### config.mk
export PLATFORM = sky130hd
export DESIGN_NAME = travel_limit_window_monitor_top
export DESIGN_NICKNAME = d
export VERILOG_FILES = /design/src/rtl/tlwm_pkg.sv /design/src/rtl/travel_limit_window_monitor_top.sv /design/src/rtl/tlwm_limit_check.sv /design/src/rtl/tlwm_core.sv
export SDC_FILE = /design/constraint.sdc
export NUM_CORES = 1
export LEC_CHECK = 0
export BUFFER_PORTS_ARGS = -buffer_cell sky130_fd_sc_hd__buf_4
export CAP_MARGIN = 20
export CORE_ASPECT_RATIO = 0.7
export CORE_MARGIN = 4
export CORE_UTILIZATION = 45
export CTS_CLUSTER_DIAMETER = 120
export DETAILED_ROUTE_END_ITERATION = 7
export PLACE_DENSITY = 0.62
export SYNTH_ARGS = -nofsm -noshare
export SYNTH_HDL_FRONTEND = slang
export SYNTH_SLANG_ARGS = --single-unit
### constraint.sdc
create_clock -name clk -period 12 [get_ports clk]
set_input_delay 0 -clock clk [delete_from_list [all_inputs] [get_ports clk]]
set_output_delay 0 -clock clk [all_outputs]
set_load 0.01 [all_outputs]
### src/rtl/tlwm_pkg.sv
package tlwm_pkg;

    // Event codes carried on the input tuser field.
    localparam logic [2:0] MODE_ARM     = 3'd0;
    localparam logic [2:0] MODE_DISARM  = 3'd1;
    localparam logic [2:0] MODE_STARTED = 3'd2;
    localparam logic [2:0] MODE_REACHED = 3'd3;
    localparam logic [2:0] MODE_TICK    = 3'd4;
    localparam logic [2:0] MODE_ERROR   = 3'd5;

    // Monitor state codes.
    localparam logic [1:0] ST_WAIT = 2'd0;
    localparam logic [1:0] ST_MON  = 2'd1;
    localparam logic [1:0] ST_ERR  = 2'd2;

    // Motor direction codes; any other value checks both sides.
    localparam logic [1:0] DIR_UP   = 2'd0;
    localparam logic [1:0] DIR_DOWN = 2'd1;

    // Endstop floors.
    localparam logic [3:0] FLOOR_BOTTOM = 4'd0;
    localparam logic [3:0] FLOOR_TOP    = 4'd1;

    localparam logic [15:0] TOLERANCE_RESET = 16'd15;

    typedef struct packed {
        logic [2:0]         mode;
        logic signed [31:0] position;
        logic [3:0]         floor;
        logic [1:0]         direction;
    } item_t;

    typedef struct packed {
        logic [1:0] monitor_state;
        logic       issue_raised;
        logic       limits_locked;
        logic       checking;
    } result_t;

    typedef struct packed {
        logic               locked;
        logic signed [31:0] lower_limit;
        logic signed [31:0] upper_limit;
        logic [15:0]        tolerance;
    } window_t;

endpackage

### src/rtl/travel_limit_window_monitor_top.sv
// Travel limit window monitor. Each input transaction is one lift event (arm,
// disarm, started moving, reached floor, check tick, error) and produces exactly
// one output transaction reporting the monitor state, a one-shot issue pulse,
// whether the travel limits are locked and whether periodic checks are enabled.
// The first arrivals at floor 0 and floor 1 capture the encoder position; when
// both captures exist and differ they are sorted and locked as the lower and
// upper limits. A check tick while monitoring compares the position against the
// limits widened by position_tolerance (upward checks the upper side, downward
// the lower side, anything else both), in 33-bit arithmetic so no sum overflows.
// A lift error latches until the block is disarmed and armed again.
// Timing: the event first lands in an input register, and once the output
// register is free the state update and limit compare run in one pass into
// the output register; one transaction is accepted every cycle as long as
// the output side keeps taking results. The output register and the input
// register together form a two-entry pipeline, so while a result waits on
// tready one more event can still be accepted into an empty input register.
// The tolerance register resets to 15 and is written through the cfg channel,
// which is always ready; write it only while no event is in flight.
module travel_limit_window_monitor_top (
    input  logic        clk,
    input  logic        rst_n,
    // Configuration write: position_tolerance.
    input  logic        cfg_valid,
    output logic        cfg_ready,
    input  logic [15:0] cfg_data,
    // Event input.
    input  logic        s_axis_tvalid,
    output logic        s_axis_tready,
    // tdata: position [31:0], floor [35:32], direction [37:36], zero [39:38].
    input  logic [39:0] s_axis_tdata,
    // tuser: mode [2:0].
    input  logic [2:0]  s_axis_tuser,
    // Result output.
    output logic        m_axis_tvalid,
    input  logic        m_axis_tready,
    // tdata: monitor_state [1:0], issue_raised [2], limits_locked [3],
    // checking [4], zero [7:5].
    output logic [7:0]  m_axis_tdata
);

    logic              in_valid_reg;
    tlwm_pkg::item_t   in_item_reg;
    logic              out_valid_reg;
    tlwm_pkg::result_t out_result_reg;
    logic [15:0]       tolerance_reg;
    logic              advance;
    tlwm_pkg::result_t result;

    // The held event moves into the output register whenever that register
    // is empty or is being emptied this cycle.
    assign advance       = in_valid_reg && (!out_valid_reg || m_axis_tready);
    assign s_axis_tready = !in_valid_reg || advance;
    assign cfg_ready     = 1'b1;

    always_ff @(posedge clk or negedge rst_n)
    begin
        if (!rst_n)
        begin
            tolerance_reg <= tlwm_pkg::TOLERANCE_RESET;
        end
        else if (cfg_valid)
        begin
            tolerance_reg <= cfg_data;
        end
    end

    always_ff @(posedge clk or negedge rst_n)
    begin
        if (!rst_n)
        begin
            in_valid_reg <= 1'b0;
        end
        else if (s_axis_tready)
        begin
            in_valid_reg <= s_axis_tvalid;
        end
    end

    always_ff @(posedge clk)
    begin
        if (s_axis_tvalid && s_axis_tready)
        begin
            in_item_reg <= '{mode: s_axis_tuser,
                             position: s_axis_tdata[31:0],
                             floor: s_axis_tdata[35:32],
                             direction: s_axis_tdata[37:36]};
        end
    end

    tlwm_core u_core (
        .clk        (clk),
        .rst_n      (rst_n),
        .item_valid (advance),
        .item       (in_item_reg),
        .tolerance  (tolerance_reg),
        .result     (result)
    );

    always_ff @(posedge clk or negedge rst_n)
    begin
        if (!rst_n)
        begin
            out_valid_reg <= 1'b0;
        end
        else if (advance)
        begin
            out_valid_reg <= 1'b1;
        end
        else if (m_axis_tready)
        begin
            out_valid_reg <= 1'b0;
        end
    end

    always_ff @(posedge clk)
    begin
        if (advance)
        begin
            out_result_reg <= result;
        end
    end

    assign m_axis_tvalid = out_valid_reg;
    assign m_axis_tdata  = {3'd0, out_result_reg.checking, out_result_reg.limits_locked,
                            out_result_reg.issue_raised, out_result_reg.monitor_state};

endmodule

### src/rtl/tlwm_limit_check.sv
module tlwm_limit_check (
    input  tlwm_pkg::window_t  window,
    input  logic signed [31:0] position,
    input  logic [1:0]         direction,
    output logic               position_ok
);

    logic signed [32:0] pos_ext;
    logic signed [32:0] upper_bound;
    logic signed [32:0] lower_bound;
    logic               above;
    logic               below;

    // 33 bits hold any 32-bit limit widened by a 16-bit tolerance.
    assign pos_ext     = {position[31], position};
    assign upper_bound = {window.upper_limit[31], window.upper_limit}
                         + $signed({17'd0, window.tolerance});
    assign lower_bound = {window.lower_limit[31], window.lower_limit}
                         - $signed({17'd0, window.tolerance});
    assign above       = pos_ext > upper_bound;
    assign below       = pos_ext < lower_bound;

    always_comb
    begin
        if (!window.locked)
        begin
            position_ok = 1'b1;
        end
        else if (direction == tlwm_pkg::DIR_UP)
        begin
            position_ok = !above;
        end
        else if (direction == tlwm_pkg::DIR_DOWN)
        begin
            position_ok = !below;
        end
        else
        begin
            position_ok = !(above || below);
        end
    end

endmodule

### src/rtl/tlwm_core.sv
module tlwm_core (
    input  logic                clk,
    input  logic                rst_n,
    input  logic                item_valid,
    input  tlwm_pkg::item_t     item,
    input  logic [15:0]         tolerance,
    output tlwm_pkg::result_t   result
);

    logic [1:0]         state_reg, state_next;
    logic               armed_reg, armed_next;
    logic               notified_reg, notified_next;
    logic               check_en_reg, check_en_next;
    logic               bottom_seen_reg, bottom_seen_next;
    logic               top_seen_reg, top_seen_next;
    logic signed [31:0] bottom_cap_reg, bottom_cap_next;
    logic signed [31:0] top_cap_reg, top_cap_next;
    logic signed [31:0] lower_reg, lower_next;
    logic signed [31:0] upper_reg, upper_next;
    logic               locked_reg, locked_next;
    logic               pulse;
    logic               position_ok;
    tlwm_pkg::window_t  window;

    assign window = '{locked: locked_reg, lower_limit: lower_reg,
                      upper_limit: upper_reg, tolerance: tolerance};

    tlwm_limit_check u_limit_check (
        .window      (window),
        .position    (item.position),
        .direction   (item.direction),
        .position_ok (position_ok)
    );

    always_comb
    begin
        state_next       = state_reg;
        armed_next       = armed_reg;
        notified_next    = notified_reg;
        check_en_next    = check_en_reg;
        bottom_seen_next = bottom_seen_reg;
        top_seen_next    = top_seen_reg;
        bottom_cap_next  = bottom_cap_reg;
        top_cap_next     = top_cap_reg;
        lower_next       = lower_reg;
        upper_next       = upper_reg;
        locked_next      = locked_reg;
        pulse            = 1'b0;

        unique case (item.mode)
            tlwm_pkg::MODE_ARM:
            begin
                if (!armed_reg)
                begin
                    armed_next    = 1'b1;
                    notified_next = 1'b0;
                    state_next    = tlwm_pkg::ST_WAIT;
                end
            end
            tlwm_pkg::MODE_DISARM:
            begin
                if (armed_reg)
                begin
                    armed_next    = 1'b0;
                    check_en_next = 1'b0;
                end
            end
            tlwm_pkg::MODE_STARTED:
            begin
                if (state_reg == tlwm_pkg::ST_WAIT)
                begin
                    state_next = tlwm_pkg::ST_MON;
                end
                // Waiting and monitoring both end up monitoring here.
                if (locked_reg && armed_reg && !notified_reg &&
                    (state_reg == tlwm_pkg::ST_WAIT || state_reg == tlwm_pkg::ST_MON))
                begin
                    check_en_next = 1'b1;
                end
            end
            tlwm_pkg::MODE_REACHED:
            begin
                if (!locked_reg)
                begin
                    if (item.floor == tlwm_pkg::FLOOR_BOTTOM && !bottom_seen_reg)
                    begin
                        bottom_seen_next = 1'b1;
                        bottom_cap_next  = item.position;
                    end
                    else if (item.floor == tlwm_pkg::FLOOR_TOP && !top_seen_reg)
                    begin
                        top_seen_next = 1'b1;
                        top_cap_next  = item.position;
                    end
                    if (bottom_seen_next && top_seen_next)
                    begin
                        if (bottom_cap_next < top_cap_next)
                        begin
                            lower_next = bottom_cap_next;
                            upper_next = top_cap_next;
                        end
                        else
                        begin
                            lower_next = top_cap_next;
                            upper_next = bottom_cap_next;
                        end
                        // Equal captures never lock.
                        locked_next = bottom_cap_next != top_cap_next;
                    end
                end
                if (state_reg == tlwm_pkg::ST_MON)
                begin
                    state_next = tlwm_pkg::ST_WAIT;
                end
                check_en_next = 1'b0;
            end
            tlwm_pkg::MODE_TICK:
            begin
                if (check_en_reg && state_reg == tlwm_pkg::ST_MON && !notified_reg &&
                    !position_ok)
                begin
                    state_next    = tlwm_pkg::ST_ERR;
                    notified_next = 1'b1;
                    pulse         = 1'b1;
                end
            end
            tlwm_pkg::MODE_ERROR:
            begin
                if (state_reg == tlwm_pkg::ST_MON)
                begin
                    state_next = tlwm_pkg::ST_ERR;
                    if (!notified_reg)
                    begin
                        notified_next = 1'b1;
                        pulse         = 1'b1;
                    end
                end
            end
            default:
            begin
            end
        endcase
    end

    assign result = '{monitor_state: state_next, issue_raised: pulse,
                      limits_locked: locked_next, checking: check_en_next};

    always_ff @(posedge clk or negedge rst_n)
    begin
        if (!rst_n)
        begin
            state_reg       <= tlwm_pkg::ST_WAIT;
            armed_reg       <= 1'b0;
            notified_reg    <= 1'b0;
            check_en_reg    <= 1'b0;
            bottom_seen_reg <= 1'b0;
            top_seen_reg    <= 1'b0;
            bottom_cap_reg  <= '0;
            top_cap_reg     <= '0;
            lower_reg       <= '0;
            upper_reg       <= '0;
            locked_reg      <= 1'b0;
        end
        else if (item_valid)
        begin
            state_reg       <= state_next;
            armed_reg       <= armed_next;
            notified_reg    <= notified_next;
            check_en_reg    <= check_en_next;
            bottom_seen_reg <= bottom_seen_next;
            top_seen_reg    <= top_seen_next;
            bottom_cap_reg  <= bottom_cap_next;
            top_cap_reg     <= top_cap_next;
            lower_reg       <= lower_next;
            upper_reg       <= upper_next;
            locked_reg      <= locked_next;
        end
    end

endmodule

==> results of run 1 <==
-- per-layer routing --
metal,global-route usage,vias up
li1,-,5209
met4,0.05412,0
met2,0.3109,230
met3,0.03458,33
met1,0.3251,5074
met5,0,-
-- critical path: stages (launching register included) --
cell	delay, ns
edfxtp_1	0.44
nor4_1	0.49
nor2b_4	0.23
buf_4	0.57
mux2i_1	0.45
inv_1	0.09
ha_1	0.32
a21oi_1	0.23
o21ai_0	0.15
a221oi_1	0.65
o211ai_1	0.17
a31oi_1	0.33
mux2i_4	0.74
buf_4	0.86
nor3_1	0.10
a221o_1	0.30
-- power by group through the flow --
| stage | clock, uW | sequential (uW) | combinational [uW] |
|---|---|---|---|
| after floorplan | 0 | 902 | 883 |
| after global placement | 0 | 929 | 1120 |
| after detailed placement | 0 | 932 | 1140 |
| after CTS | 584 | 920 | 1180 |
| after global routing | 609 | 938 | 1340 |
| final | 569 | 920 | 1180 |
-- what timing repair did --
action	in CTS	in global routing
setup endpoints to repair	0	0
endpoints found under the hold margin	109	0
hold buffers	90	0
-- cells in the final DEF (no fill, tap or decap), types with 65 or more instances in the layout --
cell type and instances:
nand2_1 66, a221o_1 65, a21oi_1 117, dlygate4sd3_1 90, inv_1 77, ha_1 129, nor3_1 79, dfrtp_1 150
nor2_1 176, buf_4 76, mux2i_1 65
-- logic make-up (layout without fill, tap and decap cells) --
group | Yosys count | count (layout)
simple gates | 428 | 428
compound gates | 332 | 332
flops | 200 | 200
buf+inv | 143 | 277
fa+ha+maj | 131 | 131
mux | 69 | 69
xor+xnor | 54 | 54
other cells | 2 | 4
-- cell usage after synthesis (all sizes together), types with 3 or more instances --
master / instances / area share
mux2: 3 / 0.0026
or4: 4 / 0.0029
edfxtp: 46 / 0.11
o211ai: 7 / 0.0041
o21ai: 58 / 0.023
a31o: 4 / 0.0027
xnor2: 32 / 0.022
nand3b: 3 / 0.0017
nand2: 67 / 0.020
a211oi: 9 / 0.0062
a21o: 20 / 0.012
ha: 129 / 0.13
a21oi: 117 / 0.045
xor2: 22 / 0.015
clkbuf: 52 / 0.015
o311ai: 3 / 0.0020
mux2i: 66 / 0.051
buf: 13 / 0.0055
and3: 9 / 0.0044
nor3: 80 / 0.031
or3: 5 / 0.0028
and2: 3 / 0.0015
nand2b: 13 / 0.0063
o21a: 13 / 0.0076
or2: 3 / 0.0015
a221o: 65 / 0.050
nor2: 178 / 0.052
a31oi: 8 / 0.0039
a2111o: 3 / 0.0026
nor4: 7 / 0.0046
nand4: 21 / 0.010
dfrtp: 150 / 0.29
o31ai: 3 / 0.0017
nand3: 20 / 0.0078
nor2b: 9 / 0.0044
dfstp: 4 / 0.0082
a41oi: 3 / 0.0020
o31a: 3 / 0.0020
inv: 77 / 0.022
-- how the worst max path moves through the flow --
stage,startpoint,end,depth (start not counted)
after global routing,in_item_reg[2],u_core.upper_reg[14],15
after global placement,in_item_reg[2],u_core.lower_reg[15],15
after detailed placement,in_item_reg[2],u_core.upper_reg[29],15
after floorplan,tolerance_reg[0],m_axis_tdata[2],19
final,in_item_reg[2],u_core.lower_reg[1],15
after CTS,in_item_reg[2],u_core.lower_reg[21],15
-- stage by stage --
stage	utilization	area, sq um
CTS	0.5418	15180
finish	0.5418	15180
floorplan	-	12890
global placement	0.4895	13710
detailed placement	0.4895	13710
global route	0.5418	15180
-- cell type report --
type / count / area [sq um]
clock buffer: 19 / 442.9
inverter: 78 / 292.8
timing repair buffer: 167 / 1483
multi-input combinational: 1018 / 7134
sequential: 200 / 5240
clock inverter: 13 / 121.4
fill: 2527 / 12830
tap: 371 / 464.2
==> metrics.txt, run 1 <==
status=complete, no violations; largest net degree at the start of global routing=a little over 100; largest family of logic cells by synthesized area=compound AO/OA/AOI/OAI gates; DRT antenna net count=0; gp weighted congestion=about 0.9; Synth Area in Compound Gates=0.1759; unrepaired setup endpoints after global routing=no; Hold Path Cell Cnt=2; xor/xnor share of the synthesized area=0.03671; Pre-antenna DRT Iters=5; Max FO, Critical Path=100; first-pass GRT wire length=53240 um; Initial Utilization=0.4600; met3 wire length=roughly 1400 um; vias in the first global route=~10k; fin. max-slew vios=0; number of synthesized register bits=200; Startpoint Class=flop; cts bufs inserted=17; reg2reg end=u_core.lower_reg[1]; num ports=75; share of cells above drive strength 1=0.09030; post-CTS setup repair buffer count=0; post-synthesis adder-cell area fraction=0.1284; final net count=1677; DRT iter0 DRCs=approximately 730; Skew-Pair Late Insertion Delay=about 0.46 ns; worst-margin pin slew=1.104 ns; # placed instances=1744; Ys Warns=0; hpwl dp=around 23000 um; Cell Rows=51; fin cells=1866; fmax=~160 MHz; Total Power=2665 uW; Worst Setup Path Type=reg2reg; R2R cell count=15; fin crit share=0.5319; mux contribution to synthesized area=0.05389; Rel. slew slack=0.2642; H-tree depth=4; vias post-DR=10.55k; PwrDens=175.6 nW/um^2; CP endpoint kind=flop; Seq pwr share=0.345; initial antenna violation count=0; DP Worst Slack=between 5 and 6 ns; max reg flops=between 40 and 50; HP Class=in2reg; wire length on met2=between 10000 and 15000 um; Mapped Cells=1359; Residual DRC=0; ANT cells=0; Root Driver=clkbuf_16; P_int=1584 uW; Max Used Layer=met4; Die W=210.3 um; Final Hold Fails=0; FFs w/ async S/R, synth=0.7700; post-CTS sizing=0; Switching Power=roughly 1100 uW; Reg2Reg Setup Slack=between 5 and 6 ns; EDFF count, synth=46; min Tclk post-route=about 6.4 ns; routed length per instance=~17 um; final WL=32290 um; Vias per Instance=around 5.7; Top FF cell, synth=dfrtp_1; FF-to-FF Start=in_item_reg[2]; area grow syn2layout=17.80%; worst hold path endpoint=tolerance_reg[0]; clk_skew=0.01182 ns; data arrival time of the worst path=roughly 6.7 ns; max-cap violations=0; Post-Synth Simple-Gate Area=0.1545; Die ar.=approximately 31000 sq um; clock share of power=0.214; CORE AREA=~28000 sq um; setup TNS=0 ns; GRT Residual Overflow=0; clock slew at reported path FFs=0.07 ns; Worst Path Required=12.34 ns; IO Port Bufs=68; Max rail drop VDD=around 140 uV; Synth cell types=66; clk buf depth=2; Leakage=approximately 0.0067 uW; Die H=149.6 um; Sink Count=200; Sw Share=0.4054; Final setup viols=0; worst setup margin=~5.6 ns; TritonCTS clock tree=yes; Post-Syn Area=12880 sq um; Worst Hold Launch=cfg_valid; Comb pwr share=0.441; Mapped Avg Cell Area=around 9.5 sq um; met1 wire length=roughly 17000 um; Overall Global Routing Usage=0.2118; worst hold margin=between 0.04 and 0.05 ns; sequential share of the synthesized area=0.4067
Power figures use the tool's default switching activity.
==> inputs of run 2 (changes only) <==
==> constraint.sdc (replaced) <==
create_clock -name clk -period 6.4 [get_ports clk]
set_input_delay 0 -clock clk [delete_from_list [all_inputs] [get_ports clk]]
set_output_delay 0 -clock clk [all_outputs]
set_load 0.01 [all_outputs]
==> metrics.txt, run 2 (synthesized netlist as in run 1, its figures left out) <==
status=complete, no violations (unchanged); Initial Utilization=0.4600 (unchanged); setup TNS=0 ns (unchanged); area grow syn2layout=18.46% (was 17.80%); TritonCTS clock tree=yes (unchanged); PwrDens=335.6 nW/um^2 (was 175.6 nW/um^2); Residual DRC=0 (unchanged); clock slew at reported path FFs=0.08 ns (was 0.07 ns); DRT antenna net count=0 (unchanged); fmax=169.9 MHz (was 156.7 MHz); routed length per instance=17.57 um (was 17.30 um); CORE AREA=28010 sq um (unchanged); Final setup viols=0 (unchanged); worst setup path end=m_axis_tdata[1] (was u_core.lower_reg[1]); Sink Count=200 (unchanged); HP Class=in2reg (unchanged); Die H=149.6 um (unchanged); Max rail drop VDD=401.8 uV (was 142.6 uV); most frequent cells in the layout=nor2_1, dfrtp_1, ha_1, a21oi_1, dlygate4sd3_1 (unchanged); largest net degree at the start of global routing=102 (was 101); Die W=210.3 um (unchanged); fin. max-slew vios=0 (unchanged); first-pass GRT wire length=53430 um (was 53240 um); Vias per Instance=5.620 (was 5.652); CP endpoint kind=flop (unchanged); worst hold margin=0.05045 ns (was 0.04018 ns); max reg flops=41 (unchanged); Leakage=0.006741 uW (was 0.006691 uW); IO Port Bufs=68 (unchanged); vias in the first global route=9798 (was 10.03k); post-CTS sizing=0 (unchanged); Cell Rows=51 (unchanged); Max FO, Critical Path=7 (was 100); Worst Setup Path Type=reg2reg (unchanged); final net count=1679 (was 1677); cts bufs inserted=17 (unchanged); Root Driver=clkbuf_16 (unchanged); Final Hold Fails=0 (unchanged); Die ar.=31450 sq um (unchanged); min Tclk post-route=5.885 ns (was 6.383 ns); H-tree depth=4 (unchanged); gp weighted congestion=0.8746 (was 0.8748); share of cells above drive strength 1=0.09285 (was 0.09030); Critical path origin=tolerance_reg[0] (was in_item_reg[2]); data arrival time of the worst path=6.11 ns (was 6.72 ns); Startpoint Class=flop (unchanged); GRT Residual Overflow=0 (unchanged); reg2reg end=m_axis_tdata[1] (was u_core.lower_reg[1]); Rel. slew slack=0.3632 (was 0.2642); area post-placement=13770 sq um (was 13710 sq um); Hold Path Cell Cnt=2 (unchanged); clk buf depth=2 (unchanged); Worst Path Required=6.62 ns (was 12.34 ns); worst-margin pin slew=0.9553 ns (was 1.104 ns); FF-to-FF Start=tolerance_reg[0] (was in_item_reg[2]); unrepaired setup endpoints after global routing=no (unchanged); commonest non-fill, non-tap cell in the layout=nor2_1 (unchanged); Reg2Reg Setup Slack=0.51 ns (was 5.62 ns); final WL=32820 um (was 32290 um); Skew-Pair Late Insertion Delay=0.46 ns (about the same); clk_skew=0.01529 ns (was 0.01182 ns); Total Power=5122 uW (was 2665 uW); DRT iter0 DRCs=807 (was 728); vias post-DR=10.50k (was 10.55k); num ports=75 (unchanged); hpwl dp=23500 um (was 22660 um); initial antenna violation count=0 (unchanged); R2R cell count=19 (was 15); Pre-antenna DRT Iters=5 (unchanged); Overall Global Routing Usage=0.2139 (was 0.2118); fin area=15260 sq um (was 15180 sq um); fin crit share=0.9196 (was 0.5319); max-cap violations=0 (unchanged); ANT cells=0 (unchanged)
==> run 2: cell types whose count changed in the layout (fill, tap and decap cells not counted) <==
cell           before  now
buf_12              0    2
clkinv_1            1    2
bufinv_16           1    3
buf_4              76   78
inv_8               1    2
clkinvlp_4          4    2
dlygate4sd3_1      90   88
clkinv_2            3    1
clkbuf_1            1    0
clkbuf_8            1    0
clkinv_4            1    3
==> run 2: how the worst min path moves through the flow <==
stage	startpoint	to	slack, ns
after floorplan	rst_n	in_valid_reg	-0.30
after global placement	rst_n	u_core.top_cap_reg[18]	0.13
after detailed placement	rst_n	u_core.top_cap_reg[18]	0.13
after CTS	cfg_valid	tolerance_reg[0]	0.03
after global routing	cfg_valid	tolerance_reg[0]	0.05
final	cfg_valid	tolerance_reg[0]	0.05
==> run 2: per-stage QoR <==
stage                     utilization  setup slack [ns]  instances
after floorplan                     -             1.605       1361
after global placement         0.4915            0.6912       1748
after detailed placement       0.4915            0.6306       1748
after CTS                      0.5449            0.5968       1868
after global routing           0.5449            0.2773       1868
final                          0.5449            0.5146       1868
==> run 2: power breakdown <==
group	leakage (uW)	internal, uW	switching [uW]	total [uW]
logic	0.00410	898	1340	2230
registers	0.00235	1550	177	1730
clock network	0.000296	624	535	1160
total	0.00674	3070	2050	5120
==> run 2: final cells by class <==
| cell class | count | area, sq um |
|---|---|---|
| Clock inverter | 15 | 188.9 |
| Clock buffer | 17 | 425.4 |
| Tap cell | 371 | 464.2 |
| Inverter | 78 | 292.8 |
| Multi-Input combinational cell | 1018 | 7134 |
| Fill cell | 2500 | 12750 |
| Sequential cell | 200 | 5240 |
| Timing Repair Buffer | 169 | 1518 |
==> run 2: repair_timing <==
| action | 4_1_cts | 5_1_grt |
|---|---|---|
| hold buffers | 88 | 0 |
| setup buffers | 0 | 0 |
| endpoints found under the hold margin | 142 | 0 |
| endpoints found under the setup margin | 0 | 0 |
==> run 2: critical path, cell delays in order, from the launching register on <==
cell	delay, ns
dfstp_2	0.56
ha_1	0.19
inv_1	0.06
fa_1	0.40
a21oi_1	0.19
o21ai_0	0.25
o311ai_0	0.74
nand3b_1	0.15
a21oi_1	0.28
o21ai_1	0.37
nor3b_1	0.33
xnor2_1	0.10
ha_1	0.29
and4_1	0.21
a221o_1	0.17
a211oi_1	0.05
a2111o_1	0.51
a31o_2	0.28
o21a_1	0.25
a31o_2	0.26
==> run 2: metal layers <==
layer / GRT usage / up-vias / routed length (um)
met1: 0.3365 / 5008 / 17380
met4: 0.05510 / 0 / 499
met3: 0.03541 / 37 / 1636
met2: 0.3033 / 221 / 13310
li1: - / 5233 / -
met5: 0 / - / 0
